## src/rtl/pcb_pkg.sv

```systemverilog
// Shared types, register indexes and helpers for the point-to-cell binning block.
package pcb_pkg;

	localparam int unsigned POS_W   = 32;
	localparam int unsigned CELL_W  = 10;
	localparam int unsigned LIN_W   = 30;
	localparam int unsigned HALO_W  = 4;
	localparam int unsigned DIMS_W  = 30;
	localparam int unsigned IDX_W   = 3;
	localparam int unsigned LIMIT_W = 13;
	localparam int unsigned ITEM_W  = 3 * POS_W;

	// Configuration register indexes
	localparam logic [IDX_W-1:0] REG_ORIGIN_X  = 3'd0;
	localparam logic [IDX_W-1:0] REG_ORIGIN_Y  = 3'd1;
	localparam logic [IDX_W-1:0] REG_ORIGIN_Z  = 3'd2;
	localparam logic [IDX_W-1:0] REG_INV_LEN_X = 3'd3;
	localparam logic [IDX_W-1:0] REG_INV_LEN_Y = 3'd4;
	localparam logic [IDX_W-1:0] REG_INV_LEN_Z = 3'd5;
	localparam logic [IDX_W-1:0] REG_GRID_DIMS = 3'd6;
	localparam logic [IDX_W-1:0] REG_HALO      = 3'd7;

	// Register reset values
	localparam logic [POS_W-1:0]  RST_ORIGIN = 32'd0;
	localparam logic [POS_W-1:0]  RST_INV    = 32'd65536;
	localparam logic [DIMS_W-1:0] RST_DIMS   = 30'd3148803;
	localparam logic [HALO_W-1:0] RST_HALO   = 4'd1;

	// Per-stage advance enables shared by all pipeline modules
	typedef struct packed {
		logic s1;
		logic s2;
		logic s3;
		logic s4;
		logic s5;
	} pipe_en_t;

	// Cells on one axis: zero counts as one cell, limited to the grid maximum
	function automatic logic [CELL_W-1:0] axis_count(input logic [CELL_W-1:0] field,
			input logic [LIMIT_W-1:0] limit);
		logic [CELL_W-1:0] n;
		begin
			n = (field == '0) ? CELL_W'(1) : field;
			if ({3'b000, n} > limit) begin
				n = limit[CELL_W-1:0];
			end
			return n;
		end
	endfunction

endpackage

```

## src/rtl/pcb_skid.sv

```systemverilog
// Input skid buffer: registered stall toward the producer.
module pcb_skid (
	input  logic                       clk,
	input  logic                       arst_n,
	input  logic                       in_valid,
	output logic                       in_stall,
	input  logic [pcb_pkg::ITEM_W-1:0] in_data,
	output logic                       out_valid,
	input  logic                       out_stall,
	output logic [pcb_pkg::ITEM_W-1:0] out_data
);

	logic                       full_q;
	logic [pcb_pkg::ITEM_W-1:0] buf_q;

	assign in_stall  = full_q;
	assign out_valid = full_q | in_valid;
	assign out_data  = full_q ? buf_q : in_data;

	// Park an offered item when the pipeline holds, release it when it moves
	always_ff @(posedge clk or negedge arst_n) begin
		if (!arst_n) begin
			full_q <= 1'b0;
		end else if (full_q) begin
			if (!out_stall) begin
				full_q <= 1'b0;
			end
		end else if (in_valid && out_stall) begin
			full_q <= 1'b1;
		end
	end

	// Capture payload
	always_ff @(posedge clk) begin
		if (!full_q && in_valid && out_stall) begin
			buf_q <= in_data;
		end
	end

endmodule

```

## config.mk

```make
export PLATFORM = sky130hd
export DESIGN_NAME = pcb_skid
export DESIGN_NICKNAME = d
export VERILOG_FILES = /design/src/rtl/pcb_pkg.sv /design/src/rtl/pcb_skid.sv
export SDC_FILE = /design/constraint.sdc
export NUM_CORES = 1
export LEC_CHECK = 0
export ABC_CLOCK_PERIOD_IN_PS = 10200
export BUFFER_PORTS_ARGS = -buffer_cell sky130_fd_sc_hd__buf_2
export CELL_PAD_IN_SITES_DETAIL_PLACEMENT = 0
export CELL_PAD_IN_SITES_GLOBAL_PLACEMENT = 1
export CORE_MARGIN = 1.5
export CORE_UTILIZATION = 41
export CTS_BUF_LIST = sky130_fd_sc_hd__clkbuf_4 sky130_fd_sc_hd__clkbuf_8
export CTS_CLUSTER_DIAMETER = 150
export CTS_CLUSTER_SIZE = 12
export DETAILED_ROUTE_END_ITERATION = 8
export PLACE_DENSITY_LB_ADDON = 0.1
export SLEW_MARGIN = 0
export SYNTH_ARGS = -nofsm -noshare
export SYNTH_HDL_FRONTEND = slang
export SYNTH_SLANG_ARGS = --single-unit
```

## constraint.sdc

```tcl
create_clock -name clk -period 10.2 [get_ports clk]
set_clock_uncertainty 0.2 [all_clocks]
set_input_delay 0.51 -clock clk [delete_from_list [all_inputs] [get_ports clk]]
set_output_delay 0.51 -clock clk [all_outputs]
set_load 0.02 [all_outputs]
```

# Word level (Yosys, flattened, before mapping)
# Index checks and enable logic that the tools add are counted.
classes:
  reduce_logical: 4
  bitwise_logic: 1
  muxes: 4
op_table:
  columns: ["cell", "count"]
  rows:
  - ["$mux W96", 1]
  - ["$logic_and A1 B1 Y1", 3]
  - ["$mux W1", 3]
  - ["$logic_not A1 Y1", 1]
  - ["$or A1 B1 Y1", 1]
totals:
  out_inout_bits: 98
  word_cells: 11
  in_bits: 100
  regBits: 97

# Depth between registers and ports, before layout
logic_depth:
  word_depth: 3
  mapped_depth: 4
  depth_no_buf: 1

# Least setup slack after synthesis
# Ideal clock, no wire load.
synth_path:
  kind: "register -> register"
  start: "reg full_q, in the netlist in_stall"
  end: "reg buf_q[0] in the netlist's numbering, enable pin"
  path_stages_with_launch: 5
  arrival_ps: 3218
  n_path_buf: 3
  path_slack_ps: 6316
  synth_period_minus_slack_ps: 3884
  required_ps: 9534
  cell_sequence: "dfrtp_1 -> buf_6 -> buf_6 -> buf_6 -> and3b_1"
synth_between:
  elab_chain_cells: 3
synth_lines:
  columns: ["element", "line_no", "source"]
  rows:
  - ["start: declaration", "pcb_skid.sv:13", "logic full_q;"]
  - ["start signal: assignment", "pcb_skid.sv:23", "full_q <= 1'b0;"]
  - ["start signal: assignment", "pcb_skid.sv:26", "full_q <= 1'b0;"]
  - ["start signal: assignment", "pcb_skid.sv:29", "full_q <= 1'b1;"]
  - ["$logic_not A1 Y1", "pcb_skid.sv:35", "if (!full_q && in_valid && out_stall) begin"]
  - ["$logic_and A1 B1 Y1 (2 in a row)", "pcb_skid.sv:35", null]
  - ["end signal: assignment", "pcb_skid.sv:36", "buf_q <= in_data;"]
  - ["end: declaration", "pcb_skid.sv:14", "logic [pcb_pkg::ITEM_W-1:0] buf_q;"]
# Every way passes these cells.
# A chain may end at the register's enable or synchronous reset.

# Worst setup path after layout
layout_path:
  start: "reg full_q, in the netlist in_stall"
  end: "reg buf_q[85] in the netlist's numbering, enable pin"
# The elaborated chain is that of the path after synthesis.

==> flow_metrics.tcl <==
set metrics [dict create \
    status "complete, no violations" \
    layout_setup_ws_ps 6952 \
    hold_viol_final 0 \
    pin_count 198 \
    fp-row-count 36 \
    p_per_area_nw_per_um2 161.9 \
    critPathTopFamily "buffers and inverters" \
    num_vias 2582 \
    die_area_sq_um 10640 \
    grt_pass1_wl_mm 12.10 \
    detail-route-antenna-nets 0 \
    synth-seq-cells 97 \
    dp_slack_ps 6893 \
    first_pass_iters 4 \
    first_global_vias 2397 \
    core-area_sq_um 9729 \
    hold_depth 1 \
    path_cells "buf_4 -> and3b_4 -> buf_4" \
    max_clock_freq_mhz 307.9 \
    via_per_inst 4.729 \
    internal_power_w 0.0006676 \
    clkLatencyLatePin_ps 350 \
    drc 0 \
    r2r_cells 3 \
    clockBufferDepth 2 \
    slew_viol_final 0 \
    setup_viol 0 \
    yosysSeqAreaShare_pct 70.72 \
    crit_path_frequent_cell "buf_4" \
    netlist_top_cells_count "edfxtp_1 (96), mux2_2 (89), buf_2 (8)" \
    cp-end-kind "flop" \
    dpl.hpwl_mm 5.996 \
    post-route-min-period_ps 3248 \
    crit_required_ps 10000 \
    synth_async_sr_flop_share_pct 1.031 \
    cts-resized-gates 0 \
    slowest_delay_ps 900 \
    syn_nets 307 \
    min-delay-start "in_data[5]" \
    path_class "reg2reg" \
    clock_sinks 97 \
    clock-root-buffer "clkbuf_8" \
    synth_top_area_cell "edfxtp_1" \
    yosys_most_used_dff "edfxtp_1" \
    peakVddDrop_v 0.00007027 \
    hold_path_class "in2reg" \
    fill_cells 884 \
    critPathSlowestCell "and3b_4" \
    synthesis.area_sq_um 4111 \
    worstSetupStartpointType "flop" \
    reg2reg_from "in_stall" \
    cp_max_fo 78 \
    start_util_pct 42.26 \
    clkPwrFrac_pct 30.4 \
    synth-edff-count 96 \
    worstMarginPinSlew_ps 1009 \
    yosysMostFrequentCell "edfxtp_1" \
    grt_start_max_net_pins 79 \
    seq_area_sq_um 2912 \
    swShare_pct 24.19 \
    switching_power_w 0.0002130 \
    area_growth_pct 32.29 \
    synthTopCellsByArea "edfxtp_1 (70%), mux2_2 (24%), mux2_4 (2.6%)" \
    drt_iter0_drc 80 \
    max_cap_viol_count 0 \
    min_to "buf_q[5]" \
    fin_crit_sh_pct 31.84 \
    cts_tree "yes" \
    die_x_um 103.1 \
    wire_per_inst_um 15.47 \
    antenna_found_initial 1 \
    fin_setup_tns_ps 0 \
    r2r-end "buf_q[85]" \
    drt_wl_total_mm 8.449 \
    ff2ff_setup_slack_ps 6950 \
    grt_overflow 0 \
    p_seq_share_pct 52.4 \
    grtUsageTotal_pct 15.41 \
    synth_cell_types 9 \
    multi_input_area_sq_um 1134 \
    synth_warnings 0 \
    critPathBufInv 2 \
    arrival_ps 3040 \
    htreeDepth 3 \
    slew_headroom_pct 32.76 \
    die_y_um 103.1 \
    numCtsBuffers 9 \
    total_leakage_power_nw 2.199 \
    syn_avg_cell_area_sq_um 19.86 \
    layout.nets 507 \
    drive_gt1_share_pct 75.49 \
    p_comb_share_pct 17.2 \
    cts.reportedPaths.clkPinSlew_ps 90 \
    synth_top_area_share_pct 70.12 \
    gp_congestion 0.7117 \
    rsz0062_at_grt "false" \
    synthCells 207 \
    port-buffer-count 197 \
]
final cells by class:
cell class,count,area share [%]
Sequential cell,97,53.53
Multi-Input combinational cell,99,20.84
Timing Repair Buffer,200,18.59
Tap cell,133,3.060
Clock buffer,12,2.692
Clock inverter,4,1.242
Antenna cell,1,0.04601
power groups by stage:
stage	combinational, W	clock, W	sequential [W]
6_report	0.000151	0.000268	0.000462
3_5_place_dp	0.000152	0	0.000471
3_3_place_gp	0.000152	0	0.000470
2_1_floorplan	0.0000972	0	0.000469
5_1_grt	0.000162	0.000292	0.000463
4_1_cts	0.000153	0.000278	0.000462
flip-flops by register name (all words and copies together), names as in the netlist:
register / count
buf_q: 96
in_stall: 1
routing by layer:
layer | track usage [%] | share of wire (%)
met3 | 5.966 | 8.8
met1 | 19.30 | 43
met4 | 7.796 | 2.0
met5 | 0 | 0
met2 | 23.38 | 46
stage by stage:
stage / cell area [sq um] / cells / power (W) / hold slack [ps] / util, %
after floorplan: 4111 / 207 / 0.0005661 / 14.41 / -
after global placement: 5213 / 528 / 0.0006219 / 85.24 / 53.58
after detailed placement: 5213 / 528 / 0.0006230 / 85.81 / 53.58
after CTS: 5436 / 545 / 0.0008928 / 109.4 / 55.88
after global routing: 5439 / 546 / 0.0009175 / 106.9 / 55.90
final: 5439 / 546 / 0.0008806 / 134.2 / 55.90
worst max-delay path by stage:
stage,from,to,slack [ps],depth (start not counted)
2_1_floorplan,in_stall,buf_q[0],6320,4
3_3_place_gp,in_stall,buf_q[0],6900,3
3_5_place_dp,in_stall,buf_q[10],6890,3
4_1_cts,in_stall,buf_q[0],6860,3
5_1_grt,in_stall,buf_q[85],6750,3
6_report,in_stall,buf_q[85],6950,3
cell usage in the layout, fill, tap and decap left out, types with 2 or more instances in the layout:
master	count
clkinv_1	2
edfxtp_1	96
mux2_2	89
buf_2	197
mux2_4	7
bufinv_16	2
buf_4	2
clkbuf_4	3
clkbuf_8	9
logic make-up (layout without fill, tap and decap cells):
logic type	Yosys count	in the layout	share of synthesized area, %
compound gates	1	1	0.1827
buf+inv	11	216	1.795
flops	97	97	70.72
mux	96	96	26.93
other cells	0	1	0
simple gates	2	2	0.3653
what timing repair did:
action	in CTS	in global routing
hold buffers	1	0
setup buffers	0	0
hold endpoints to repair	1	0
Note: power is estimated with default switching activity, not from simulation.
