==> src/rtl/pcb_pkg.sv <==
// Shared types, register indexes and helpers for the point-to-cell binning block.
package pcb_pkg;

	localparam int unsigned POS_W   = 32;
	localparam int unsigned CELL_W  = 10;
	localparam int unsigned LIN_W   = 30;
	localparam int unsigned HALO_W  = 4;
	localparam int unsigned DIMS_W  = 30;
	localparam int unsigned IDX_W   = 3;
	localparam int unsigned LIMIT_W = 13;
	localparam int unsigned ITEM_W  = 3 * POS_W;

	// Configuration register indexes
	localparam logic [IDX_W-1:0] REG_ORIGIN_X  = 3'd0;
	localparam logic [IDX_W-1:0] REG_ORIGIN_Y  = 3'd1;
	localparam logic [IDX_W-1:0] REG_ORIGIN_Z  = 3'd2;
	localparam logic [IDX_W-1:0] REG_INV_LEN_X = 3'd3;
	localparam logic [IDX_W-1:0] REG_INV_LEN_Y = 3'd4;
	localparam logic [IDX_W-1:0] REG_INV_LEN_Z = 3'd5;
	localparam logic [IDX_W-1:0] REG_GRID_DIMS = 3'd6;
	localparam logic [IDX_W-1:0] REG_HALO      = 3'd7;

	// Register reset values
	localparam logic [POS_W-1:0]  RST_ORIGIN = 32'd0;
	localparam logic [POS_W-1:0]  RST_INV    = 32'd65536;
	localparam logic [DIMS_W-1:0] RST_DIMS   = 30'd3148803;
	localparam logic [HALO_W-1:0] RST_HALO   = 4'd1;

	// Per-stage advance enables shared by all pipeline modules
	typedef struct packed {
		logic s1;
		logic s2;
		logic s3;
		logic s4;
		logic s5;
	} pipe_en_t;

	// Cells on one axis: zero counts as one cell, limited to the grid maximum
	function automatic logic [CELL_W-1:0] axis_count(input logic [CELL_W-1:0] field,
			input logic [LIMIT_W-1:0] limit);
		logic [CELL_W-1:0] n;
		begin
			n = (field == '0) ? CELL_W'(1) : field;
			if ({3'b000, n} > limit) begin
				n = limit[CELL_W-1:0];
			end
			return n;
		end
	endfunction

endpackage

==> src/rtl/pcb_axis.sv <==
// One axis: subtract origin, scale by reciprocal cell length, clamp and flag halo.
module pcb_axis (
	input  logic                       clk,
	input  pcb_pkg::pipe_en_t          en,
	input  logic [pcb_pkg::POS_W-1:0]  pos,
	input  logic [pcb_pkg::POS_W-1:0]  origin,
	input  logic [pcb_pkg::POS_W-1:0]  inv_len,
	input  logic [pcb_pkg::CELL_W-1:0] cnt,
	input  logic [pcb_pkg::HALO_W-1:0] halo,
	output logic [pcb_pkg::CELL_W-1:0] cell_s3,
	output logic                       clamp_s3,
	output logic                       halo_s3
);

	logic [pcb_pkg::POS_W:0]       diff_s1;
	logic [2*pcb_pkg::POS_W-1:0]   prod;
	logic [pcb_pkg::POS_W-1:0]     hi_s2;
	logic                          neg_s2;
	logic                          negclamp_s2;
	logic [pcb_pkg::CELL_W-1:0]    top_cell;
	logic [pcb_pkg::CELL_W-1:0]    cell_c;
	logic                          clamp_c;
	logic [pcb_pkg::CELL_W:0]      upper_sum;

	// Stage 1: exact signed difference
	always_ff @(posedge clk) begin
		if (en.s1) begin
			diff_s1 <= {pos[pcb_pkg::POS_W-1], pos} - {origin[pcb_pkg::POS_W-1], origin};
		end
	end

	// Stage 2: Q16.16 by Q16.16, keep the integer part
	assign prod = {{pcb_pkg::POS_W{1'b0}}, diff_s1[pcb_pkg::POS_W-1:0]}
		* {{pcb_pkg::POS_W{1'b0}}, inv_len};

	always_ff @(posedge clk) begin
		if (en.s2) begin
			hi_s2       <= prod[2*pcb_pkg::POS_W-1:pcb_pkg::POS_W];
			neg_s2      <= diff_s1[pcb_pkg::POS_W];
			negclamp_s2 <= diff_s1[pcb_pkg::POS_W] && (inv_len != '0);
		end
	end

	// Stage 3: clamp into the grid and test the halo layer
	assign top_cell = cnt - pcb_pkg::CELL_W'(1);

	always_comb begin
		if (neg_s2) begin
			cell_c  = '0;
			clamp_c = negclamp_s2;
		end else if (hi_s2 > {{(pcb_pkg::POS_W-pcb_pkg::CELL_W){1'b0}}, top_cell}) begin
			cell_c  = top_cell;
			clamp_c = 1'b1;
		end else begin
			cell_c  = hi_s2[pcb_pkg::CELL_W-1:0];
			clamp_c = 1'b0;
		end
	end

	assign upper_sum = {1'b0, cell_c} + {{(pcb_pkg::CELL_W+1-pcb_pkg::HALO_W){1'b0}}, halo};

	always_ff @(posedge clk) begin
		if (en.s3) begin
			cell_s3  <= cell_c;
			clamp_s3 <= clamp_c;
			halo_s3  <= ({1'b0, cell_c} < {{(pcb_pkg::CELL_W+1-pcb_pkg::HALO_W){1'b0}}, halo})
				|| (upper_sum >= {1'b0, cnt});
		end
	end

endmodule

==> config.mk <==
export PLATFORM = sky130hd
export DESIGN_NAME = pcb_axis
export DESIGN_NICKNAME = d
export VERILOG_FILES = /design/src/rtl/pcb_pkg.sv /design/src/rtl/pcb_axis.sv
export SDC_FILE = /design/constraint.sdc
export NUM_CORES = 2
export LEC_CHECK = 0
export BUFFER_PORTS_ARGS = -buffer_cell sky130_fd_sc_hd__buf_2
export CAP_MARGIN = 10
export CORE_MARGIN = 2
export CORE_UTILIZATION = 55
export DETAILED_ROUTE_END_ITERATION = 16
export GPL_TIMING_DRIVEN = 0
export HOLD_SLACK_MARGIN = 0.1
export PLACE_DENSITY = 0.8
export SLEW_MARGIN = 5
export SYNTH_ARGS = -nofsm -noshare
export SYNTH_HDL_FRONTEND = slang
export SYNTH_SLANG_ARGS = --single-unit
==> constraint.sdc <==
create_clock -name clk -period 12.9 [get_ports clk]
set_clock_uncertainty 0.1 [all_clocks]
set_input_delay 2.58 -clock clk [delete_from_list [all_inputs] [get_ports clk]]
set_output_delay 2.58 -clock clk [all_outputs]
set_load 0.01 [all_outputs]
# Word-level counts from Yosys, hierarchy flattened
# Index checks and enable logic that the tools add are counted.
# W data, S select, Z words.
[totals]
reg_bits = 79
elab_cells = 21
input_bits = 116
[op_classes]
reduce_logical = 3
muxes = 4
multipliers = 1
magnitude_cmp = 3
addsub = 3
[op_table]
columns = ["cell", "n"]
rows = [
  ["$mul A32 B32 Y64", 1],
  ["$sub A32 B32 Y33", 1],
  ["$gt A32 B10 Y1", 1],
  ["$reduce_bool A32 Y1", 1],
  ["$mux W10", 2],
  ["$add A10 B4 Y11", 1],
  ["$ge A11 B10 Y1", 1],
  ["$lt A10 B4 Y1", 1],
  ["$sub A10 B1 Y10 const B", 1],
  ["$mux W1", 2],
  ["$logic_and A1 B1 Y1", 1],
  ["$logic_or A1 B1 Y1", 1],
]

# Depth between registers and ports, before layout
[depth]
word_depth = 7
mapped_depth = 31
depth_no_buf = 30

# Worst setup path after synthesis
# No wires, ideal clock.
[synth_timing]
kind = "input to register"
start = "in inv_len[8] in the netlist's numbering"
end = "reg hi_s2[22] in the netlist's numbering, data pin"
stages = 24
n_path_buf = 1
setup_ps = 261
required_time_ps = 12539
setup_slack_ps = 3412
t_arrival_ps = 9127
path_cell_list = "clkbuf_1 > nand2_1 > fa_1 > inv_1 > fa_1 > inv_1 > fa_1 > inv_1 > fa_1 > fa_1 > fa_1 > fa_1 > inv_1 > fa_1 > inv_1 > ha_1 > and2_1 > and3_1 > a32oi_1 > nor2_1 > a221o_1 > a21oi_1 > o21ai_0 > a311o_1"
[synth_via]
elab_chain_cells = 1
[synth_lines]
columns = ["element", "line_no", "text"]
rows = [
  ["from (decl)", "pcb_axis.sv:7", "input logic [pcb_pkg::POS_W-1:0] inv_len,"],
  ["$mul A32 B32 Y64", "pcb_axis.sv:34", "* {{pcb_pkg::POS_W{1'b0}}, inv_len};"],
  ["via prod, one bit", "pcb_axis.sv:16", "logic [2*pcb_pkg::POS_W-1:0] prod;"],
  ["to (signal assigned)", "pcb_axis.sv:38", "hi_s2 <= prod[2*pcb_pkg::POS_W-1:pcb_pkg::POS_W];"],
  ["to (decl)", "pcb_axis.sv:17", "logic [pcb_pkg::POS_W-1:0] hi_s2;"],
]
# The timed path passes the listed nets, and every way through them passes these cells.
# A chain may end at the register's enable or synchronous reset.

# Worst setup path in the final report
[layout_timing]
start = "in inv_len[3] in the netlist's numbering"
end = "reg hi_s2[22] in the netlist's numbering, data pin"
# Same word-level chain as after synthesis.

==> impl_metrics.env <==
export IMPL_io_pins=128
export IMPL_slew_headroom_pct=7.96
export IMPL_wl_per_cell_um=23.9
export IMPL_ys_ff_latch=79
export IMPL_cp_start_kind="input pin"
export IMPL_cp_num_buf_inv=8
export IMPL_cpPeakStageDelay_ns=0.76
export IMPL_ys_warn_count=0
export IMPL_synth_edf_count=79
export IMPL_grt_pass1_vias=30500
export IMPL_post_route_period_util_pct=89.0
export IMPL_cp_required_ns=12.93
export IMPL_hold_viol=0
export IMPL_core_area_um2=67200
export IMPL_clockBufferDepth=2
export IMPL_tightest_slew_ns=1.38
export IMPL_rsz0062_at_grt="no"
export IMPL_dp_cells=5033
export IMPL_clk_latency_ns=0.39
export IMPL_maxCapViolations=0
export IMPL_first_iter_violations=3200
export IMPL_clk_pin_slew_ns=0.07
export IMPL_cp_max_fo=10
export IMPL_crit_path_end_kind="flop"
export IMPL_vias_per_cell=5.86
export IMPL_critPathKind="in2reg"
export IMPL_grt_first_pass_wirelength_um=183000
export IMPL_tns_ns=0
export IMPL_ant_nets=0
export IMPL_start_util_pct=55.5
export IMPL_cpMaxStageDelayCell="a211oi_2"
export IMPL_outcome="complete, no violations"
export IMPL_crit_top_cell="fa_1"
export IMPL_rr_endpoint="hi_s2[22]"
export IMPL_synthFlopType="edfxtp_1"
export IMPL_worstHoldStart="negclamp_s2"
export IMPL_post_cts_buffers=0
export IMPL_drc=0
export IMPL_ctsResizeCount=0
export IMPL_fillers=5679
export IMPL_row_count=95
export IMPL_ys_seq_area_share_pct=6.37
export IMPL_grt_max_degree=35
export IMPL_wl_um=121000
export IMPL_rr_worst_depth=25
export IMPL_worst_path_dominant_cell_family="adder cells"
export IMPL_holdPathStages=1
export IMPL_synth_area_um2=37200
export IMPL_nets=5503
export IMPL_grt_usage_pct=35.7
export IMPL_synthArstFlopShare_pct=0
export IMPL_clockRootBuffer="clkbuf_16"
export IMPL_synth_area_per_cell_um2=9.23
export IMPL_dieWidth_um=264
export IMPL_gr_total_overflow=0
export IMPL_htreeDepth=3
export IMPL_cts_tree="built"
export IMPL_hp_class="reg2reg"
export IMPL_fmax_mhz=87.1
export IMPL_finalMaxSlewViolations=0
export IMPL_setup_violations=0
export IMPL_syn_inst=4035
export IMPL_gp_congestion=1.11
export IMPL_synthDistinctLibCells=69
export IMPL_dpl_hpwl_um=101000
export IMPL_vias=29700
export IMPL_min_period_ns=11.48
export IMPL_syn_nets=5367
export IMPL_timing_rr_start="diff_s1[11]"
export IMPL_port_buffer_count=125
export IMPL_drive_gt1_share_pct=3.93
export IMPL_area_growth_pct=5.49
export IMPL_worstHoldEndpoint="clamp_s3"
export IMPL_cts_sinks=79
export IMPL_antenna_found_initial=14
export IMPL_ctsHoldBuffers=0
export IMPL_die_h_um=264
export IMPL_final_cells=5066
export IMPL_dr_pass1_iters=13
export IMPL_cp_arrival_ns=11.51
export IMPL_dieArea_um2=69800
export IMPL_r2r_setup_slack_ns=3.22
export IMPL_cts_buffers=9
-- flip-flops by register name (all words and copies together) (netlist names) --
name         count
diff_s1         33
neg_s2           1
cell_s3         10
halo_s3          1
clamp_s3         1
negclamp_s2      1
hi_s2           32
-- worst max-delay path by stage --
stage | to | depth (start not counted) | from
detailed placement | hi_s2[22] | 26 | inv_len[3]
finish | hi_s2[22] | 26 | inv_len[3]
floorplan | hi_s2[22] | 24 | inv_len[8]
CTS | hi_s2[22] | 26 | inv_len[3]
global route | hi_s2[31] | 23 | inv_len[15]
global placement | hi_s2[22] | 26 | inv_len[3]
-- metrics by stage --
step | hold WS [ns] | util [%] | cell area [um^2] | setup slack [ns]
floorplan | 0.327 | - | 37200 | 3.41
global placement | 0.476 | 58.0 | 39000 | 0.871
detailed placement | 0.489 | 58.0 | 39000 | 1.35
CTS | 0.502 | 58.4 | 39200 | 1.71
global route | 0.535 | 58.5 | 39300 | 1.33
finish | 0.493 | 58.5 | 39300 | 1.42
-- cells by family (layout without fill, tap and decap cells) --
logic type                 after synthesis  count (layout)  share of synthesized area (%)
DFF                                     79              79                           6.37
xor gates and xnor gates                72              72                           1.69
AOI/OAI and AO/OA                      250             250                           4.38
adders and majority gates             1216            1216                           58.9
buffers and inverters                 1165            1306                           11.8
and+or+nand+nor                       1246            1246                           16.7
muxes                                    7               7                          0.198
other                                    0              17                              0
-- final cells by class --
cell class,instances,area [um^2],share of cell area (%)
flip-flops and latches,79,2370,6.04
repair buffers,125,626,1.59
clock inverters,7,55.1,0.140
inverters,969,3640,9.26
plain buffers,196,743,1.89
diodes,17,42.5,0.108
well taps,873,1090,2.78
multi-input cells,2791,30500,77.6
clock buffers,9,225,0.573
-- layer usage --
layer / part of all wire, % / track usage [%] / wire length [um] / vias to the layer above
met5: 0.069 / 0 / 83 / -
met4: 7.8 / 21.6 / 9460 / 6
met3: 15 / 14.8 / 18700 / 617
met2: 43 / 52.8 / 51700 / 2167
met1: 34 / 43.7 / 40900 / 14700
li1: - / - / - / 12200
-- cell usage after synthesis, types with 12 or more instances --
cell / instances / area [um^2]
inv_1: 969 / 3640
fa_1: 896 / 17900
nand2_1: 589 / 2210
and2_1: 472 / 2950
ha_1: 320 / 4000
clkbuf_1: 192 / 721
edfxtp_1: 79 / 2370
a21oi_1: 76 / 380
nor2_1: 61 / 229
xnor2_1: 51 / 447
o21ai_0: 44 / 220
a21o_1: 32 / 240
xor2_1: 21 / 184
nand4_1: 20 / 125
nor3_1: 18 / 90.1
nor4_1: 14 / 87.6
nor2b_1: 13 / 81.3
o21a_1: 13 / 97.6
o21bai_1: 13 / 97.6
nand3_1: 12 / 60.1
-- cell usage in the layout (no fill, tap or decap), types with 17 or more instances in the layout --
cell type and count:
inv_1 969, fa_1 896, nand2_1 589, and2_1 472, ha_1 320, clkbuf_1 192, buf_2 125, edfxtp_1 79
a21oi_1 76, nor2_1 61, xnor2_1 51, o21ai_0 44, a21o_1 32, xor2_1 21, nand4_1 20, nor3_1 18
diode_2 17
Power is not shown: default switching activity piles up to over one toggle a cycle in this logic, so the estimate is an artifact.
