--- config.mk ---
export PLATFORM = sky130hd
export DESIGN_NAME = pcb_linear
export DESIGN_NICKNAME = d
export VERILOG_FILES = /design/src/rtl/pcb_pkg.sv /design/src/rtl/pcb_linear.sv
export SDC_FILE = /design/constraint.sdc
export NUM_CORES = 1
export LEC_CHECK = 0
export BUFFER_PORTS_ARGS = -buffer_cell sky130_fd_sc_hd__buf_2
export CAP_MARGIN = 20
export CORE_ASPECT_RATIO = 1.75
export CORE_MARGIN = 2
export CORE_UTILIZATION = 59
export CTS_CLUSTER_DIAMETER = 200
export CTS_CLUSTER_SIZE = 24
export DETAILED_ROUTE_END_ITERATION = 8
export PLACE_DENSITY_LB_ADDON = 0.15
export REMOVE_ABC_BUFFERS = 1
export SLEW_MARGIN = 30
export SYNTH_ARGS = -nofsm -noshare
export SYNTH_HDL_FRONTEND = slang
export SYNTH_SLANG_ARGS = --single-unit
--- constraint.sdc ---
create_clock -name clk -period 5.9 [get_ports clk]
set_input_delay 0 -clock clk [delete_from_list [all_inputs] [get_ports clk]]
set_output_delay 0 -clock clk [all_outputs]
set_load 0.05 [all_outputs]
--- src/rtl/pcb_pkg.sv ---
// Shared types, register indexes and helpers for the point-to-cell binning block.
package pcb_pkg;

	localparam int unsigned POS_W   = 32;
	localparam int unsigned CELL_W  = 10;
	localparam int unsigned LIN_W   = 30;
	localparam int unsigned HALO_W  = 4;
	localparam int unsigned DIMS_W  = 30;
	localparam int unsigned IDX_W   = 3;
	localparam int unsigned LIMIT_W = 13;
	localparam int unsigned ITEM_W  = 3 * POS_W;

	// Configuration register indexes
	localparam logic [IDX_W-1:0] REG_ORIGIN_X  = 3'd0;
	localparam logic [IDX_W-1:0] REG_ORIGIN_Y  = 3'd1;
	localparam logic [IDX_W-1:0] REG_ORIGIN_Z  = 3'd2;
	localparam logic [IDX_W-1:0] REG_INV_LEN_X = 3'd3;
	localparam logic [IDX_W-1:0] REG_INV_LEN_Y = 3'd4;
	localparam logic [IDX_W-1:0] REG_INV_LEN_Z = 3'd5;
	localparam logic [IDX_W-1:0] REG_GRID_DIMS = 3'd6;
	localparam logic [IDX_W-1:0] REG_HALO      = 3'd7;

	// Register reset values
	localparam logic [POS_W-1:0]  RST_ORIGIN = 32'd0;
	localparam logic [POS_W-1:0]  RST_INV    = 32'd65536;
	localparam logic [DIMS_W-1:0] RST_DIMS   = 30'd3148803;
	localparam logic [HALO_W-1:0] RST_HALO   = 4'd1;

	// Per-stage advance enables shared by all pipeline modules
	typedef struct packed {
		logic s1;
		logic s2;
		logic s3;
		logic s4;
		logic s5;
	} pipe_en_t;

	// Cells on one axis: zero counts as one cell, limited to the grid maximum
	function automatic logic [CELL_W-1:0] axis_count(input logic [CELL_W-1:0] field,
			input logic [LIMIT_W-1:0] limit);
		logic [CELL_W-1:0] n;
		begin
			n = (field == '0) ? CELL_W'(1) : field;
			if ({3'b000, n} > limit) begin
				n = limit[CELL_W-1:0];
			end
			return n;
		end
	endfunction

endpackage

--- src/rtl/pcb_linear.sv ---
// Linear cell index z*ny*nx + y*nx + x over two multiply stages.
module pcb_linear (
	input  logic                       clk,
	input  pcb_pkg::pipe_en_t          en,
	input  logic [pcb_pkg::CELL_W-1:0] nx,
	input  logic [pcb_pkg::CELL_W-1:0] ny,
	input  logic [pcb_pkg::CELL_W-1:0] cx_s3,
	input  logic [pcb_pkg::CELL_W-1:0] cy_s3,
	input  logic [pcb_pkg::CELL_W-1:0] cz_s3,
	input  logic                       halo_s3,
	input  logic                       clamp_s3,
	output logic [pcb_pkg::LIN_W-1:0]  lin_s5,
	output logic [pcb_pkg::CELL_W-1:0] cx_s5,
	output logic [pcb_pkg::CELL_W-1:0] cy_s5,
	output logic [pcb_pkg::CELL_W-1:0] cz_s5,
	output logic                       halo_s5,
	output logic                       clamp_s5
);

	localparam int unsigned ROW_W = 2 * pcb_pkg::CELL_W;

	logic [ROW_W-1:0]            row_s4;
	logic [pcb_pkg::CELL_W-1:0]  cx_s4;
	logic [pcb_pkg::CELL_W-1:0]  cy_s4;
	logic [pcb_pkg::CELL_W-1:0]  cz_s4;
	logic                        halo_s4;
	logic                        clamp_s4;
	logic [ROW_W-1:0]            zy_prod;
	logic [pcb_pkg::LIN_W-1:0]   full_prod;
	logic [pcb_pkg::LIN_W:0]     lin_sum;

	// Stage 4: z*ny + y
	assign zy_prod = {{pcb_pkg::CELL_W{1'b0}}, cz_s3} * {{pcb_pkg::CELL_W{1'b0}}, ny};

	always_ff @(posedge clk) begin
		if (en.s4) begin
			row_s4   <= zy_prod + {{pcb_pkg::CELL_W{1'b0}}, cy_s3};
			cx_s4    <= cx_s3;
			cy_s4    <= cy_s3;
			cz_s4    <= cz_s3;
			halo_s4  <= halo_s3;
			clamp_s4 <= clamp_s3;
		end
	end

	// Stage 5: row*nx + x
	assign full_prod = {{pcb_pkg::CELL_W{1'b0}}, row_s4}
		* {{ROW_W{1'b0}}, nx};
	assign lin_sum = {1'b0, full_prod} + {{(pcb_pkg::LIN_W+1-pcb_pkg::CELL_W){1'b0}}, cx_s4};

	always_ff @(posedge clk) begin
		if (en.s5) begin
			lin_s5   <= lin_sum[pcb_pkg::LIN_W-1:0];
			cx_s5    <= cx_s4;
			cy_s5    <= cy_s4;
			cz_s5    <= cz_s4;
			halo_s5  <= halo_s4;
			clamp_s5 <= clamp_s4;
		end
	end

endmodule

## After elaboration in Yosys (flattened, before gate mapping)

Index checks and enable logic that the tools add are counted.

- Add/sub/neg operators: 2
- Multiply operators: 2

Operator list:

| operator | number |
|---|---|
| 30-bit by 10-bit adder with 30-bit output | 1 |
| 20-bit by 10-bit multiplier with 30-bit output | 1 |
| 20-bit by 10-bit adder with 20-bit output | 1 |
| 10-bit by 10-bit multiplier with 20-bit output | 1 |

- Flip-flop bits (word level): 114
- Bits of input ports: 58
- Word-level logic and storage cells: 16

## Logic depth before layout (Yosys ltp)

Gate-level depths: netlist of the first run.

- Word-level depth: 2
- Depth in mapped cells: 20
- Depth with buffers taken out: 19

## Least setup slack after synthesis of the first run

Ideal clock, no wire load.

- Path type: register -> register
- From: register row_s4[9]
- To: register lin_s5[27] in the netlist's numbering (data pin)
- Setup time: 0.262 ns
- Arrival time: 4.656 ns
- Slack: 0.983 ns
- Cell stages (with the launch flop): 19
- Clock period less this slack: 4.917 ns
- Cells stage by stage: edfxtp_1 clkbuf_1 nand2_1 fa_1 fa_1 inv_1 fa_1 fa_1 inv_1 fa_1 inv_1 ha_1 a21oi_1 o311ai_1 a22oi_1 nand2_1 o31ai_1 o21ai_1 xor2_1

- Cells in the longest elaborated chain, start to end: 2

Ends and longest elaborated chain:

| what | RTL line | RTL |
|---|---|---|
| start: declaration | pcb_linear.sv:22 | `logic [ROW_W-1:0] row_s4;` |
| start signal: assignment | pcb_linear.sv:37 | `row_s4 <= zy_prod + {{pcb_pkg::CELL_W{1'b0}}, cy_s3};` |
| 20-bit by 10-bit multiplier with 30-bit output | pcb_linear.sv:48 | `* {{ROW_W{1'b0}}, nx};` |
| 30-bit by 10-bit adder with 30-bit output | pcb_linear.sv:49 | `assign lin_sum = {1'b0, full_prod} + {{(pcb_pkg::LIN_W+1-pcb_pkg::CELL_W){1'b0}}, cx_s4};` |
| via lin_sum (one bit) | pcb_linear.sv:30 | `logic [pcb_pkg::LIN_W:0] lin_sum;` |
| end signal: assignment | pcb_linear.sv:53 | `lin_s5 <= lin_sum[pcb_pkg::LIN_W-1:0];` |
| end: declaration | pcb_linear.sv:12 | `output logic [pcb_pkg::LIN_W-1:0] lin_s5,` |

The timed path passes the listed nets, and every way through them passes these cells.
A chain may end at the register's enable or synchronous reset.

## Worst setup path in the final report of the first run

- From: register row_s4[6]
- To: register lin_s5[27] in the netlist's numbering (data pin)

Same word-level chain as after synthesis.

==> results of run 1 <==
final cells by class:
cell class                 count  area share, %
multi-input combinational    907           59.0
tap                          304           2.43
inverter                     284           6.81
clock buffer                  19           2.77
clock inverter                13          0.872
sequential                   114           21.9
timing repair buffer         158           6.24
cells in the mapped netlist, types with 11 or more instances:
cell	n
edfxtp_1	114
xor2_1	11
nand2_1	203
xnor2_1	34
and2_1	120
inv_1	284
a21oi_1	42
fa_1	224
a21o_1	13
clkbuf_1	57
ha_1	136
o21ai_0	21
nor2_1	18
how the worst max path moves through the flow:
stage               startpoint          to  slack, ns
floorplan           row_s4[16]  lin_s5[29]       1.06
global placement     row_s4[6]  lin_s5[27]       0.38
detailed placement   row_s4[6]  lin_s5[27]       0.38
CTS                  row_s4[6]  lin_s5[27]       0.33
global route         row_s4[6]  lin_s5[27]       0.03
finish               row_s4[6]  lin_s5[27]       0.30
per-layer routing:
metal / GRT usage, % / part of all wire (%) / up-vias
met4: 14.8 / 5.3 / 0
met1: 26.4 / 31 / 4938
met2: 56.7 / 60 / 291
met3: 3.08 / 3.3 / 112
met5: 0 / 0 / -
li1: - / - / 4483
through the flow:
step | setup slack, ns | hold WS (ns) | instance area (um^2)
finish | 0.302 | 0.153 | 15600
global placement | 0.381 | 0.177 | 14800
global route | 0.0279 | 0.163 | 15600
CTS | 0.332 | 0.156 | 15600
detailed placement | 0.377 | 0.179 | 14800
floorplan | 1.06 | 0.0989 | 13700
repair_timing:
item,in CTS,in global routing
setup buffers,0,0
endpoints found under the hold margin,33,0
setup endpoints to repair,0,0
hold buffers,32,0
placed cells by master, fill, tap and decap left out, drive strengths merged, types with 7 or more instances in the layout:
master,synthesis,layout
ha,136,136
xnor2,34,34
a21oi,45,45
xor2,11,11
clkbuf,57,19
edfxtp,114,114
nor3,7,7
nor2,18,18
o21ai,24,24
fa,224,224
and2,121,121
buf,2,126
a21o,13,13
nand3,7,7
a211oi,8,8
nand2,203,203
inv,284,286
dlygate4sd3,0,32
cells by family after synthesis:
group | Yosys count | synth area share (%)
xor+xnor | 45 | 2.83
flops | 114 | 24.5
simple gates | 377 | 12.9
buf+inv | 343 | 9.29
fa+ha+maj | 360 | 44.3
compound gates | 125 | 6.06
flip-flops by register name, indices dropped and copies added, names as in the netlist:
signal and flops:
row_s4 20, halo_s5 1, cx_s4 10, cx_s5 10, cz_s5 10, clamp_s4 1
cz_s4 10, cy_s4 10, lin_s5 30, halo_s4 1, clamp_s5 1, cy_s5 10
==> metrics.md, run 1 <==
| Metric | Value |
|---|---|
| Layout Skew | `around 0.0073 ns` |
| Number of global-route vias before repair | `between 10,000 and 15,000` |
| WP data arrival | `a little under 6 ns` |
| Max Freq | `between 150 and 200 MHz` |
| # rows | `between 70 and 80` |
| Final TNS setup | `0 ns` |
| R2r setup slk | `~0.30 ns` |
| Worst hold path cell count | `1` |
| DR WL/cell | `about 18 um` |
| Area Overhead vs Synth | `12.2%` |
| Slew Limit Fails | `0` |
| IO Port Bufs | `~120` |
| DRT Pass-1 Iters | `5` |
| Multi-input gate area | `about 0.0092 mm^2` |
| Setup crit end kind | `register` |
| Finished Layout Cells | `between 1,500 and 2,000` |
| First-pass GRT wire length | `53,200 um` |
| Initial Utilization | `between 50% and 60%` |
| R2r startpoint | `row_s4[6]` |
| CTS max path bufs | `2` |
| Synth top area share | `between 30% and 40%` |
| Register area share after synthesis | `24.5%` |
| Die Wd | `~120 um` |
| Slowest CP cell | `edfxtp_1` |
| DRC Markers | `0` |
| Fin nets | `approximately 1,900` |
| Overall fraction of global-route tracks in use | `approximately 28%` |
| Normalized max-slew margin | `a little over two fifths` |
| Clk_lat worst skew | `around 0.43 ns` |
| Ys Warns | `0` |
| HPWL Detailed | `26,400 um` |
| Hold endpoint | `row_s4[14]` |
| Reg2Reg Depth | `17` |
| Endpoints failing hold | `0` |
| CTS Sinks | `114` |
| Tcrit/Tclk final | `a little over nine tenths` |
| RSZ-0062 raised after global routing | `no` |
| Antenna Nets Post-Route | `0` |
| Crit-path leading delay family | `adder cells` |
| Synth area leader | `fa_1` |
| Startpoint Class | `register` |
| CP dominant cell by count | `fa_1` |
| Cells after synthesis | `1,364` |
| Setup CP Type | `reg -> reg` |
| Synthesized flop and latch total | `roughly 110` |
| Final setup fails | `0` |
| Total CTS buffers | `17` |
| Die H | `~210 um` |
| CTS tree | `yes` |
| WP depth | `17` |
| Worst min-delay path category | `in -> reg` |
| Clock Root Buffer | `clkbuf_16` |
| Worst path required time | `6.07 ns` |
| Via count | `approximately 10,000` |
| Worst-path clk slew | `around 0.060 ns` |
| Outcome | `finished, final reports clean` |
| Min-delay src | `en[1]` |
| FF+latch area | `0.00342 mm^2` |
| Reg2reg end | `lin_s5[27]` |
| Main area contributors after synthesis | `fa_1, edfxtp_1, ha_1` |
| Dpl cells | `~1,700` |
| PostCTS Resize Cnt | `0` |
| Main synth FF type | `edfxtp_1` |
| Initial antenna violation count | `0` |
| Async set-or-reset flop fraction in the synthesized netlist | `0%` |
| I/O pins | `120` |
| Post-synth EDFFs | `roughly 110` |
| DR vias/cell | `5.46` |
| Max incr delay on CP | `about 0.70 ns` |
| Routability cong. | `0.907` |
| Antenna cell count | `0` |
| WL final | `32,900 um` |
| Tmin final | `roughly 5.6 ns` |
| Total core area | `0.0233 mm^2` |
| CP bufs+invs | `3` |
| Total congestion overflow | `0` |
| H-tree lvl count | `4` |
| Finished Core Util | `67.0%` |
| Die area | `0.0249 mm^2` |
| Largest net degree at the start of global routing | `63` |
| Mapped cell area | `about 0.014 mm^2` |
| Cell variety after synth | `56` |
| Worst slew pin tran | `roughly 0.86 ns` |
| Synth Area per Inst | `about 10 um^2` |
| Layout fillers | `roughly 1,900` |
| Crit path cell chain | `nand2_1 > fa_1 > inv_1 > fa_1 > fa_1 > fa_1 > inv_1 > fa_1 > inv_1 > ha_1 > a21oi_1 > o311ai_1 > a22oi_1 > nand2_1 > o31ai_1 > o21ai_1 > xor2_1` |
| Max_cap viols | `0` |
| Layout cells sized above 1 | `~12%` |
| Crit Path Max Fanout | `10` |
| Iteration-0 DRC Markers | `363` |
Power of run 1 is left out: the tool's default activity adds up to more than one toggle a clock period on the data nets, which glitch-free logic cannot reach.
==> inputs of run 2 (changes only) <==
Settings changed: ABC_AREA set to 1.
==> run 2 against run 1 <==
  * Setup slack better by 0.55 ns
  * Via count grew 14%
  * First-iteration DRC count increased by 22%
  * Synthesized cell count increased by 29%
  * Final area increased by 5.8%
  * Register-to-register slack better by 0.55 ns
  * Flip-flop and latch count stayed put
  * Wire length shrank 1.6%
==> metrics.md, run 2 <==
| Metric | Value |
|---|---|
| Largest net degree at the start of global routing | `63 (unchanged)` |
| H-tree lvl count | `4 (unchanged)` |
| CTS max path bufs | `2 (unchanged)` |
| Post-CTS Setup Bufs | `0 (unchanged)` |
| Cells after synthesis | `1,765 (+29%)` |
| Area Overhead vs Synth | `11.5%` |
| Cell variety after synth | `29 (-48%)` |
| Register area share after synthesis | `23.1% (-1.5 points)` |
| Slew Limit Fails | `0 (unchanged)` |
| Max_cap viols | `0 (unchanged)` |
| Tmin final | `5.04 ns (-0.554 ns)` |
| Main synth FF type | `edfxtp_1` |
| Die Wd | `124 um (+3.1%)` |
| Hold Buf Count CTS | `32 (unchanged)` |
| Metal2 WL | `18,800 um (-4.9%)` |
| # rows | `76 (+2.7%)` |
| CTS tree | `yes` |
| Overall fraction of global-route tracks in use | `27.0% (-1.0 points)` |
| Max Freq | `198 MHz (+11%)` |
| Endpoints failing hold | `0 (unchanged)` |
| Crit path cell chain | `nand2_1 > fa_1 > inv_1 > fa_1 > fa_1 > fa_1 > inv_1 > fa_1 > inv_1 > ha_1 > nand2_1 > inv_1 > nand2_1 > nand2_1 > nand2_1 > nand2_1 > a21oi_1 > nand2_1 > nand2_1 > nand2_1` |
| Clock Root Buffer | `clkbuf_16` |
| Worst path required time | `6.10 ns (+0.03 ns)` |
| Post-synth top cells | `nand2_1, inv_1, fa_1` |
| Largest Register | `lin_s5` |
| Commonest non-fill, non-tap cell in the layout | `nand2_1` |
| Number of global-route vias before repair | `12,200 (+12%)` |
| Die H | `214 um (+3.1%)` |
| Cell Area, Placed | `0.0156 mm^2 (+5.8%)` |
| Count leader, synth | `nand2_1` |
| WP data arrival | `5.24 ns (-0.53 ns)` |
| Iteration-0 DRC Markers | `443 (+22%)` |
| Main area contributors after synthesis | `fa_1, edfxtp_1, nand2_1` |
| DR vias/cell | `5.09 (-6.8%)` |
| Worst min-delay path category | `in -> reg` |
| Final TNS setup | `0 ns (unchanged)` |
| Startpoint Class | `register` |
| Final setup fails | `0 (unchanged)` |
| RSZ-0062 raised after global routing | `no` |
| Clk_lat worst skew | `0.44 ns (about the same)` |
| Total congestion overflow | `0 (unchanged)` |
| Mapped cell area | `0.0148 mm^2 (+6.4%)` |
| Ys Warns | `0 (unchanged)` |
| Layout Skew | `0.00650 ns (-0.000808 ns)` |
| DRC Markers | `0 (unchanged)` |
| Antenna cell count | `0 (unchanged)` |
| Initial Utilization | `60.0% (+0.26 points)` |
| Post-synth EDFFs | `114 (unchanged)` |
| Worst-path clk slew | `0.06 ns (about the same)` |
| Via count | `11,200 (+14%)` |
| Layout Cell Area excl Fill | `0.0166 mm^2 (+5.8%)` |
| CTS Sinks | `114 (unchanged)` |
| Post-Route M1 WL | `11,100 um (+7.8%)` |
| Synth top area share | `30.2% (-1.9 points)` |
| Fin nets | `2,293 (+21%)` |
| Slowest CP cell | `edfxtp_1` |
| Synth Area per Inst | `8.41 um^2 (-18%)` |
| Max reg flops | `30 (unchanged)` |
| Max incr delay on CP | `0.62 ns (-0.08 ns)` |
| Async set-or-reset flop fraction in the synthesized netlist | `0% (unchanged)` |
| Crit Path Max Fanout | `10 (unchanged)` |
| Leading registers by flop count | `lin_s5: 30 flops, row_s4: 20 flops` |
| I/O pins | `120 (unchanged)` |
| PostCTS Resize Cnt | `0 (unchanged)` |
| DR WL/cell | `14.7 um (-19%)` |
| Setup CP Type | `reg -> reg` |
| Routability cong. | `0.923 (+1.8%)` |
| Initial antenna violation count | `0 (unchanged)` |
| WL final | `32,400 um (-1.6%)` |
| Met3 Wirelength | `1030 um (-6.3%)` |
| HPWL Detailed | `26,300 um (-0.34%)` |
| Normalized max-slew margin | `41.6% (-1.3 points)` |
| IO Port Bufs | `116 (unchanged)` |
| Antenna Nets Post-Route | `0 (unchanged)` |
| CP dominant cell by count | `nand2_1` |
| Total core area | `0.0247 mm^2 (+6.0%)` |
| Outcome | `finished, final reports clean` |
| Most frequent cells in the layout | `nand2_1, inv_1, fa_1` |
| Setup crit end kind | `register` |
| Synthesized flop and latch total | `114 (unchanged)` |
| Total CTS buffers | `17 (unchanged)` |
| Layout cells sized above 1 | `9.38% (-2.2 points)` |
| DRT Pass-1 Iters | `6 (+1)` |
| Tcrit/Tclk final | `85.5% (-9.4 points)` |
| Synth area leader | `fa_1` |
| Top layer in use | `met4` |
| First-pass GRT wire length | `54,900 um (+3.1%)` |
| Worst slew pin tran | `0.877 ns (+0.0190 ns)` |
| Die area | `0.0265 mm^2 (+6.3%)` |
run 2: final timing paths:
| path | endpoint | slack [ns] | cells after the start | from |
|---|---|---|---|---|
| worst min-delay path | row_s4[0] | 0.16 | 4 | ny[0] |
| worst max register to register | lin_s5[27] | 0.86 | 20 | row_s4[9] |
| worst max-delay path | lin_s5[27] | 0.86 | 20 | row_s4[9] |
| worst min register to register | cy_s5[3] | 0.42 | 0 | cy_s4[3] |
run 2: final cells by class:
| class | count | area, um^2 |
|---|---|---|
| clock buffers | 17 | 425 |
| clock inverters | 15 | 195 |
| fillers | 2119 | 8170 |
| inverters | 500 | 1880 |
| multi-input cells | 1091 | 9320 |
| flip-flops and latches | 114 | 3420 |
| well taps | 312 | 390 |
| repair buffers | 151 | 923 |
run 2: logic make-up after synthesis:
kind of cell | after synthesis | share of synthesized area [%]
flops | 114 | 23.1
fa+ha+maj | 360 | 41.7
buf+inv | 560 | 14.2
xor+xnor | 26 | 1.53
simple gates | 663 | 18.0
compound gates | 42 | 1.57
run 2: layer usage:
| layer | vias to the layer above | track usage, % |
|---|---|---|
| li1 | 5357 | - |
| met1 | 5452 | 26.4 |
| met2 | 272 | 53.5 |
| met3 | 111 | 3.30 |
| met5 | - | 0 |
| met4 | 0 | 14.0 |
run 2: metrics by stage:
stage	utilization (%)	instances	setup WS (ns)	hold slack [ns]
floorplan	-	1705	1.39	0.0989
global placement	63.1	2136	0.990	0.177
detailed placement	63.1	2136	0.902	0.178
CTS	67.0	2200	0.900	0.146
global route	67.0	2200	0.600	0.193
finish	67.0	2200	0.856	0.155
run 2: critical path: cells and delay by family, from the launching register on:
kind / cells / cell delay (ns)
AOI/OAI and AO/OA: 1 / 0.25
DFF: 1 / 0.62
and+or+nand+nor: 9 / 0.86
buffers and inverters: 4 / 0.21
adders and majority gates: 6 / 2.86
Power of run 2 is left out for the same reason.
==> inputs of run 3 (changes only) <==
Settings changed: REMOVE_ABC_BUFFERS 1 to not set.
==> run 3 against run 2 <==
  * Via count hardly changed
  * Highest routed layer unchanged
  * Critical path depth decreased by 1
  * Global-route usage is 0.57 points higher
  * Wire length is 3.0% higher
  * Sequential share of layout area rose by 0.066 points
  * Worst hold slack improved by 0.012 ns
  * Critical endpoint unchanged
  * Fmax increased by 0.97%
  * Cell count about the same
  * Clock skew increased by 0.0047 ns
==> metrics.md, run 3 (synthesized netlist as in run 2, its figures left out) <==
| Metric | Value |
|---|---|
| Outcome | `finished, final reports clean` |
| Total congestion overflow | `0 (unchanged)` |
| Iteration-0 DRC Markers | `453 (+2.3%)` |
| Antenna cell count | `0 (unchanged)` |
| DR vias/cell | `5.09 (+0.13%)` |
| Via count | `11,200 (+0.089%)` |
| Area Overhead vs Synth | `11.2%` |
| Max incr delay on CP | `0.58 ns (-0.04 ns)` |
| Max_cap viols | `0 (unchanged)` |
| Leading registers by flop count | `lin_s5: 30 flops, row_s4: 20 flops` |
| Total CTS buffers | `17 (unchanged)` |
| Overall fraction of global-route tracks in use | `27.6% (+0.57 points)` |
| Normalized max-slew margin | `40.9% (-0.70 points)` |
| Slowest CP cell | `edfxtp_1` |
| Layout Skew | `0.0112 ns (+0.00472 ns)` |
| Max Freq | `200 MHz (+0.97%)` |
| First-pass GRT wire length | `55,700 um (+1.6%)` |
| Most frequent cells in the layout | `nand2_1, inv_1, fa_1` |
| Setup crit end kind | `register` |
| Layout Cell Area excl Fill | `0.0165 mm^2 (-0.32%)` |
| Antenna Nets Post-Route | `0 (unchanged)` |
| Clk_lat worst skew | `0.44 ns (about the same)` |
| H-tree lvl count | `4 (unchanged)` |
| HPWL Detailed | `27,200 um (+3.5%)` |
| Startpoint Class | `register` |
| Setup CP Type | `reg -> reg` |
| Clock Root Buffer | `clkbuf_16` |
| Syn Nets | `2,183` |
| DR WL/cell | `15.2 um (+3.1%)` |
| Commonest non-fill, non-tap cell in the layout | `nand2_1` |
| Die Wd | `124 um (unchanged)` |
| Layout cells sized above 1 | `9.33% (-0.048 points)` |
| Final setup fails | `0 (unchanged)` |
| Endpoints failing hold | `0 (unchanged)` |
| # rows | `76 (unchanged)` |
| Initial antenna violation count | `0 (unchanged)` |
| Largest net degree at the start of global routing | `63 (unchanged)` |
| Initial Utilization | `60.0% (unchanged)` |
| DRC Markers | `0 (unchanged)` |
| Tcrit/Tclk final | `84.7% (-0.82 points)` |
| Crit path cell chain | `nand2_1 > fa_1 > inv_1 > fa_1 > inv_1 > fa_1 > inv_1 > fa_1 > inv_1 > fa_1 > inv_1 > ha_1 > nand2_1 > nor2_1 > nand2_1 > nor2_1 > nand2_1 > nand3_1 > nand2_1` |
| Die area | `0.0265 mm^2 (unchanged)` |
| Slew Limit Fails | `0 (unchanged)` |
| I/O pins | `120 (unchanged)` |
| Largest Register | `lin_s5` |
| Worst-path clk slew | `0.06 ns (about the same)` |
| CTS max path bufs | `2 (unchanged)` |
| R2r setup slk | `0.90 ns (+0.05 ns)` |
| IO Port Bufs | `116 (unchanged)` |
| CTS tree | `yes` |
| Minimum hold slack | `0.168 ns (+0.0123 ns)` |
| Die H | `214 um (unchanged)` |
| Worst min-delay path category | `in -> reg` |
| Tmin final | `5.00 ns (-0.0486 ns)` |
| Finished Layout Cells | `2,199 (-0.045%)` |
| Dpl cells | `2,135 (-0.047%)` |
| RSZ-0062 raised after global routing | `no` |
| Total core area | `0.0247 mm^2 (unchanged)` |
| Cell Area, Placed | `0.0156 mm^2 (about the same)` |
| Routability cong. | `0.897 (-2.8%)` |
| Fin nets | `2,292 (-0.044%)` |
| DRT Pass-1 Iters | `7 (+1)` |
| WL final | `33,400 um (+3.0%)` |
| WP data arrival | `5.19 ns (-0.05 ns)` |
| Crit Path Max Fanout | `10 (unchanged)` |
| Number of global-route vias before repair | `12,200 (-0.41%)` |
| CTS Sinks | `114 (unchanged)` |
| Max reg flops | `30 (unchanged)` |
| Worst slew pin tran | `0.887 ns (+0.0106 ns)` |
| Worst path required time | `6.10 ns (about the same)` |
| Final TNS setup | `0 ns (unchanged)` |
## run 3: critical path: cells and delay by family, from the launching register on
| family | cells | cell delay, ns |
|---|---|---|
| buffers and inverters | 5 | 0.24 |
| adder cells (fa/ha/maj) | 6 | 2.87 |
| flip-flops | 1 | 0.58 |
| AND/OR/NAND/NOR | 8 | 1.08 |
## run 3: final cells by class
class / count / area, um^2
well taps: 312 / 390
multi-input cells: 1091 / 9320
fillers: 2069 / 8220
flip-flops and latches: 114 / 3420
clock inverters: 15 / 150
inverters: 500 / 1880
repair buffers: 150 / 916
clock buffers: 17 / 425
## run 3: repair_timing
| action | in CTS | in global routing |
|---|---|---|
| hold buffers | 32 | 0 |
| resized for setup | 0 | 0 |
| hold endpoints to repair | 33 | 0 |
| setup buffers | 0 | 0 |
## run 3: per-stage QoR
stage | setup slack, ns | utilization [%]
3_3_place_gp | 0.973 | 63.1
3_5_place_dp | 0.859 | 63.1
2_1_floorplan | 1.27 | -
6_report | 0.904 | 66.7
4_1_cts | 0.877 | 66.7
5_1_grt | 0.582 | 66.7
## run 3: per-layer routing
metal  wire, um  share of wire, %  track usage (%)  vias up
li1           -                 -                -     5355
met2      20100                60             56.5      266
met4       1030               3.1             11.6        0
met5          0                 0                0        -
met3       1010               3.0             2.74       72
met1      11200                34             26.9     5509
## run 3: path summary, 6_finish.rpt
kind | startpoint | to | depth (start not counted)
setup / recovery | row_s4[19] | lin_s5[27] | 19
hold / removal | ny[0] | row_s4[0] | 4
setup reg to reg | row_s4[19] | lin_s5[27] | 19
hold reg to reg | cz_s4[8] | cz_s5[8] | 0
Power of run 3 is left out for the same reason.
